$ cat config.mk
export PLATFORM = sky130hd
export DESIGN_NAME = brb_calc
export DESIGN_NICKNAME = d
export VERILOG_FILES = /design/src/hw/rtl/brb_pkg.sv /design/src/hw/rtl/brb_calc.sv
export SDC_FILE = /design/constraint.sdc
export NUM_CORES = 1
export LEC_CHECK = 0
export BUFFER_PORTS_ARGS = -buffer_cell sky130_fd_sc_hd__buf_2
export CAP_MARGIN = 20
export CORE_ASPECT_RATIO = 0.6
export CORE_MARGIN = 2
export CORE_UTILIZATION = 45
export DETAILED_ROUTE_END_ITERATION = 10
export PLACE_DENSITY_LB_ADDON = 0.2
export SETUP_SLACK_MARGIN = 0.05
export SYNTH_ARGS = -nofsm -noshare
export SYNTH_HDL_FRONTEND = slang
export SYNTH_SLANG_ARGS = --single-unit
$ cat constraint.sdc
create_clock -name vclk -period 28.8
set_input_delay 4.32 -clock vclk [all_inputs]
set_output_delay 4.32 -clock vclk [all_outputs]
set_load 0.05 [all_outputs]
$ cat src/hw/rtl/brb_pkg.sv
// ----------------------------------------------------------------------------
// brb_pkg
// Shared constants, codes and types for the byte ring buffer with peek/free.
// ----------------------------------------------------------------------------
package brb_pkg;

    localparam int DEPTH  = 1024;
    localparam int PTR_W  = $clog2(DEPTH);
    localparam int DATA_W = 8;
    localparam int CNT_W  = 11;

    localparam logic [CNT_W-1:0] DEPTH_C     = CNT_W'(DEPTH);
    localparam logic [CNT_W-1:0] CAP_RESET   = CNT_W'(1024);

    typedef enum logic [1:0] {
        K_WRITE = 2'd0,
        K_GET   = 2'd1,
        K_PEEK  = 2'd2,
        K_FREE  = 2'd3
    } t_kind;

    typedef enum logic [1:0] {
        ST_OK       = 2'd0,
        ST_EMPTY    = 2'd1,
        ST_FULL     = 2'd2,
        ST_OVERFREE = 2'd3
    } t_status;

    typedef struct packed {
        t_kind              kind;
        logic [DATA_W-1:0]  data_in;
        logic [CNT_W-1:0]   count;
    } t_item;

    typedef struct packed {
        logic [PTR_W-1:0] rp;
        logic [PTR_W-1:0] wp;
        logic             empty;
    } t_ptr_state;

    typedef struct packed {
        logic              we;
        logic              re;
        logic [PTR_W-1:0]  addr;
        logic [DATA_W-1:0] wdata;
    } t_ram_req;

    typedef struct packed {
        logic             byte_valid;
        logic [CNT_W-1:0] next_offset;
        logic [CNT_W-1:0] used_bytes;
        logic [CNT_W-1:0] free_span;
        logic [CNT_W-1:0] read_span;
        t_status          status;
    } t_res;

endpackage

$ cat src/hw/rtl/brb_calc.sv
// ----------------------------------------------------------------------------
// brb_calc
// Pointer arithmetic for one operation: next pointers, RAM access, result.
// ----------------------------------------------------------------------------
module brb_calc import brb_pkg::*; (
    input  t_ptr_state       i_state,
    input  t_item            i_item,
    input  logic [CNT_W-1:0] i_capacity,
    output t_ptr_state       o_state,
    output t_ram_req         o_ram,
    output t_res             o_res
);

    localparam logic [CNT_W-PTR_W-1:0] PAD = '0;

    function automatic logic [CNT_W-1:0] used_of(
        input logic             empty,
        input logic [CNT_W-1:0] rpx,
        input logic [CNT_W-1:0] wpx,
        input logic [CNT_W-1:0] cap
    );
        logic [CNT_W-1:0] u;
        if (empty) begin
            u = '0;
        end else if (rpx < wpx) begin
            u = wpx - rpx;
        end else begin
            u = (cap - rpx) + wpx;
        end
        return u;
    endfunction

    logic [CNT_W-1:0] cap;
    t_ptr_state       cur;
    t_ptr_state       nxt;
    logic [CNT_W-1:0] rpx;
    logic [CNT_W-1:0] wpx;
    logic [CNT_W-1:0] used;
    logic [CNT_W-1:0] step;
    logic [CNT_W:0]   sum;
    logic [CNT_W:0]   wrap;
    logic [CNT_W-1:0] winc;
    logic [CNT_W-1:0] wnext;
    logic             full;
    logic             peek_ok;
    logic [CNT_W-1:0] n_rpx;
    logic [CNT_W-1:0] n_wpx;
    logic [CNT_W-1:0] used_after;

    always_comb begin
        if (i_capacity == '0) begin
            cap = CNT_W'(1);
        end else if (i_capacity > DEPTH_C) begin
            cap = DEPTH_C;
        end else begin
            cap = i_capacity;
        end

        // pointers beyond the active range drop the contents
        if ({PAD, i_state.rp} >= cap || {PAD, i_state.wp} >= cap) begin
            cur = '{rp: '0, wp: '0, empty: 1'b1};
        end else begin
            cur = i_state;
        end
        rpx  = {PAD, cur.rp};
        wpx  = {PAD, cur.wp};
        used = used_of(cur.empty, rpx, wpx, cap);
        full = !cur.empty && (cur.rp == cur.wp);

        // shared read-side adder: +1 for get, +count for peek and free
        step = (i_item.kind == K_GET) ? CNT_W'(1) : i_item.count;
        sum  = {1'b0, rpx} + {1'b0, step};
        wrap = (sum >= {1'b0, cap}) ? (sum - {1'b0, cap}) : sum;

        winc  = wpx + CNT_W'(1);
        wnext = (winc >= cap) ? '0 : winc;

        nxt     = cur;
        peek_ok = 1'b0;
        o_ram   = '{we: 1'b0, re: 1'b0, addr: cur.wp, wdata: i_item.data_in};
        o_res.byte_valid = 1'b0;
        o_res.status     = ST_OK;

        unique case (i_item.kind)
            K_WRITE: begin
                if (full) begin
                    o_res.status = ST_FULL;
                end else begin
                    o_ram.we  = 1'b1;
                    nxt.empty = 1'b0;
                    nxt.wp    = wnext[PTR_W-1:0];
                end
            end
            K_GET: begin
                if (cur.empty) begin
                    o_res.status = ST_EMPTY;
                end else begin
                    o_ram.re         = 1'b1;
                    o_ram.addr       = cur.rp;
                    o_res.byte_valid = 1'b1;
                    if (wrap[PTR_W-1:0] == cur.wp) begin
                        nxt = '{rp: '0, wp: '0, empty: 1'b1};
                    end else begin
                        nxt.rp = wrap[PTR_W-1:0];
                    end
                end
            end
            K_PEEK: begin
                if (i_item.count >= used) begin
                    o_res.status = ST_EMPTY;
                end else begin
                    o_ram.re         = 1'b1;
                    o_ram.addr       = wrap[PTR_W-1:0];
                    o_res.byte_valid = 1'b1;
                    peek_ok          = 1'b1;
                end
            end
            K_FREE: begin
                if (i_item.count > used) begin
                    o_res.status = ST_OVERFREE;
                end else if (i_item.count == used || wrap[PTR_W-1:0] == cur.wp) begin
                    nxt = '{rp: '0, wp: '0, empty: 1'b1};
                end else begin
                    nxt.rp = wrap[PTR_W-1:0];
                end
            end
            default: begin
                o_res.status = ST_OK;
            end
        endcase

        n_rpx      = {PAD, nxt.rp};
        n_wpx      = {PAD, nxt.wp};
        used_after = used_of(nxt.empty, n_rpx, n_wpx, cap);

        o_res.used_bytes  = used_after;
        o_res.next_offset = peek_ok ? (i_item.count + CNT_W'(1)) : used_after;

        if (nxt.empty || n_rpx < n_wpx) begin
            o_res.free_span = cap - n_wpx;
        end else begin
            o_res.free_span = n_rpx - n_wpx;
        end

        if (nxt.empty) begin
            o_res.read_span = '0;
        end else if (n_rpx >= n_wpx) begin
            o_res.read_span = cap - n_rpx;
        end else begin
            o_res.read_span = n_wpx - n_rpx;
        end

        o_state = nxt;
    end

endmodule

==> After elaboration in Yosys (flattened, before gate mapping) <==
Cells that the tools add are included.
{ "totals": {"ff_bits": 0, "word_cells": 72} }
{ "classes": {"n_addsub": 12, "magnitude_cmp": 10, "eq_ne": 6, "mux": 37, "reduce_logical": 7} }
{ "op_table": {"columns": ["cell", "count"], "rows": [
  ["two-way mux 11 bit", 16],
  ["two-way mux 21 bit", 3],
  ["two-way mux 10 bit", 4],
  ["one-hot mux 11 bit (3 select lines)", 1],
  ["subtractor 10 x 10 -> 11 bit", 3],
  ["subtractor 11 x 10 -> 11 bit", 3],
  ["adder 11 x 10 -> 11 bit", 2],
  [">= comparator 10 x 11 -> 1 bit", 2],
  [">= comparator 11 bit", 2],
  ["one-hot mux 11 bit (2 select lines)", 1],
  ["== test 10 bit", 2],
  ["less-than comparator 10 bit", 2],
  ["one-hot mux 10 bit (2 select lines)", 1],
  ["adder 10 x 11 -> 12 bit", 1],
  [">= comparator 12 x 11 -> 1 bit", 1],
  ["adder 10 x 1 -> 11 bit, second input constant", 1],
  ["adder 11 x 1 -> 11 bit, second input constant", 1],
  ["== test 11 bit", 1],
  ["> comparator 11 bit", 1],
  ["> comparator 11 bit, second input constant", 1],
  ["zero test 11 bit", 1],
  [">= comparator 10 bit", 1],
  ["subtractor 10 bit", 1],
  ["one-hot mux 2 bit (4 select lines)", 1],
  ["9 further kinds", 19]
]} }

==> Depth between registers and ports, before layout <==
{ "depth": {"depth_word": 20, "mapped_depth": 58} }

==> Worst setup path after synthesis <==
No wires, ideal clock.
{ "synth_path": {"path_type": "input port to output port", "start": "input port i_capacity[10]", "end": "output port o_res[45] in the netlist's numbering", "arrival_time_ns": 16.200, "slack_ns": 8.280, "cell_stages": 55, "n_path_buf": 6, "path_cell_list": "buf_2 -> clkinv_1 -> clkbuf_1 -> nand2_1 -> ha_1 -> and3_1 -> a221o_1 -> a31oi_4 -> o22a_1 -> buf_2 -> clkbuf_1 -> clkbuf_1 -> nand2_1 -> inv_1 -> ha_1 -> o21a_1 -> o21ai_0 -> nor2_1 -> (+19 left out) -> a22o_1 -> ha_1 -> fa_1 -> nor2b_1 -> o21ai_0 -> a21boi_0 -> nor2_1 -> ha_1 -> a21boi_0 -> o21ai_0 -> nand2b_1 -> a21o_1 -> a21oi_1 -> o21ai_0 -> xnor2_1 -> mux2_2 -> a21oi_1 -> a21boi_0"} }
{ "synth_lines": {"columns": ["item", "line_no", "text"], "rows": [
  ["start, declared", "brb_calc.sv:8", "input logic [CNT_W-1:0] i_capacity,"],
  ["end, declared", "brb_calc.sv:11", "output t_res o_res"]
]} }

==> impl_metrics.tcl <==
set metrics [dict create \
    cts_resized 0 \
    peakVddDrop_uv 78.3 \
    vias_per_cell 6.38 \
    critPathLaunch "i_capacity[10]" \
    crit_arrival_ns 18.21 \
    tns_ns 0 \
    n_antenna_cell 0 \
    p_sw_uw 518 \
    cp_common_cell "o21ai_0" \
    postRouteAntennaNets 0 \
    ys_seq_area_share_pct 0 \
    fp.dieH_um 108 \
    worst_slew_pin_slew_ns 0.968 \
    wire_per_inst_um 23.7 \
    synth_area_leader_cell "ha_1" \
    worstPathMaxFanout 30 \
    initial_core_util_pct 46.5 \
    pwr-share-comb_pct 100.0 \
    share_seq_of_total_power_pct 0 \
    post_cts_buffers 0 \
    routed_wl_mm 34.4 \
    pwr-share-clk_pct 0 \
    whs_endpoint "o_ram[0]" \
    cp.required_ns 24.48 \
    startpoint_type "primary input" \
    relSlewSlack_pct 34.9 \
    pre_cts_slack_ns 6.95 \
    netlist_area_um2 8070 \
    ios 141 \
    synth.most_common_cell "ha_1" \
    drt_first_pass_iters 7 \
    internal_power_uw 228 \
    setup_ws_ns 6.27 \
    period_needed_ns 22.53 \
    hold_buffers 0 \
    clock.fmax_mhz 44.4 \
    dp_hpwl_mm 29.1 \
    whs_path_depth 0 \
    leakage_uw 0.00429 \
    dieArea_um2 19100 \
    finalNetCount 1426 \
    antenna_found_initial 0 \
    yosys-top-cells-area "ha_1, xnor2_1, a21oi_1" \
    synthCells 1145 \
    syn-num-nets 1351 \
    swShare_pct 69.4 \
    power_density_nw_per_um2 85.2 \
    clkbuf_count 0 \
    rsz0062_at_grt "no" \
    hold_path_class "primary input to output pin" \
    drv_cap 0 \
    worstSetupPathType "primary input to output pin" \
    layout-drive-gt1-share_pct 14.0 \
    synth.distinct_cells 83 \
    syn_avg_cell_area_um2 7.05 \
    drc 0 \
    final_util_pct 50.4 \
    yosysWarnings 0 \
    slew_violations 0 \
    slowest_stage "clkinv_1" \
    hp-start "i_item[11]" \
    yosysTopAreaCellShare_pct 21.2 \
    critPathMaxStageDelay_ns 0.67 \
    status "completed" \
    grt_pass1_wl_mm 50.5 \
    grt.overflow.total 0 \
    seq_area_um2 0 \
    rows 37 \
    die_w_um 177 \
    grt_max_degree 36 \
    area_growth_pct 8.50 \
    power_uw 745 \
    gp_congestion 1.06 \
    numPortBuffers 125 \
    drtIter0Drc 1338 \
    num_vias 9260 \
    core_um2 17400 \
    setup_viol_count_final 0 \
    end_kind "output pin" \
    grt_usage_pct 35.1 \
    finalHoldViolations 0 \
    yosys-top-cells-count "ha_1, nor2_1, nand2_1" \
    n_sequential_cell 0 \
    fin_crit_sh_pct 78.2 \
    grt_pass1_vias 8223 \
]
==> area by class of cell <==
class / count / area [um^2]
fill: 1854 / 8610
inverter: 87 / 327
multi-input combinational: 999 / 7460
tap: 234 / 293
timing repair buffer: 132 / 678
==> cell usage in the layout (no fill, tap or decap), types with 34 or more instances in the layout <==
master   synthesis  routed
inv_1           83      83
mux2i_1         34      34
xnor2_1         61      61
a21oi_1         92      92
o21ai_0         51      51
buf_2            7     125
nor2_1         108     108
ha_1           137     137
nand2_1        106     106
==> critical path, delay by kind of cell <==
family | cells | cell delay, ns
AOI/OAI and AO/OA | 25 | 6.83
muxes | 2 | 0.69
xor gates and xnor gates | 2 | 0.28
adders and majority gates | 5 | 1.65
buffers and inverters | 6 | 2.05
and+or+nand+nor | 12 | 2.34
==> per-layer routing <==
layer  vias up  GRT usage [%]  part of all wire [%]
li1       4270              -                     -
met1      4296           54.4                    47
met2       645           45.4                    35
met3        47           12.6                    16
met4         2           4.37                   1.7
met5         -           2.50                  0.18
==> worst max path at each step <==
stage / endpoint
2_1_floorplan: o_res[45]
3_3_place_gp: o_res[45]
3_5_place_dp: o_res[45]
4_1_cts: o_res[45]
5_1_grt: o_res[45]
6_report: o_res[45]
==> power by group through the flow <==
| stage | sequential (uW) | combinational (uW) | clock (uW) |
|---|---|---|---|
| global route | 0 | 789 | 0 |
| detailed placement | 0 | 723 | 0 |
| CTS | 0 | 726 | 0 |
| floorplan | 0 | 552 | 0 |
| global placement | 0 | 727 | 0 |
| finish | 0 | 745 | 0 |
==> metrics by stage <==
step / instance area, um^2 / hold slack (ns) / instances
floorplan: 8070 / 8.81 / 1145
global placement: 8750 / 8.64 / 1452
detailed placement: 8750 / 8.64 / 1452
CTS: 8750 / 8.64 / 1452
global route: 8750 / 8.64 / 1452
finish: 8750 / 8.64 / 1452
==> kinds of logic after synthesis <==
kind of cell / synth area share [%]
XOR/XNOR: 9.76
multiplexers: 5.27
adder cells (fa/ha/maj): 25.3
AO/OA/AOI/OAI: 30.4
buffers and inverters: 7.65
AND/OR/NAND/NOR: 21.6
Note: power is estimated with default switching activity, not from simulation.
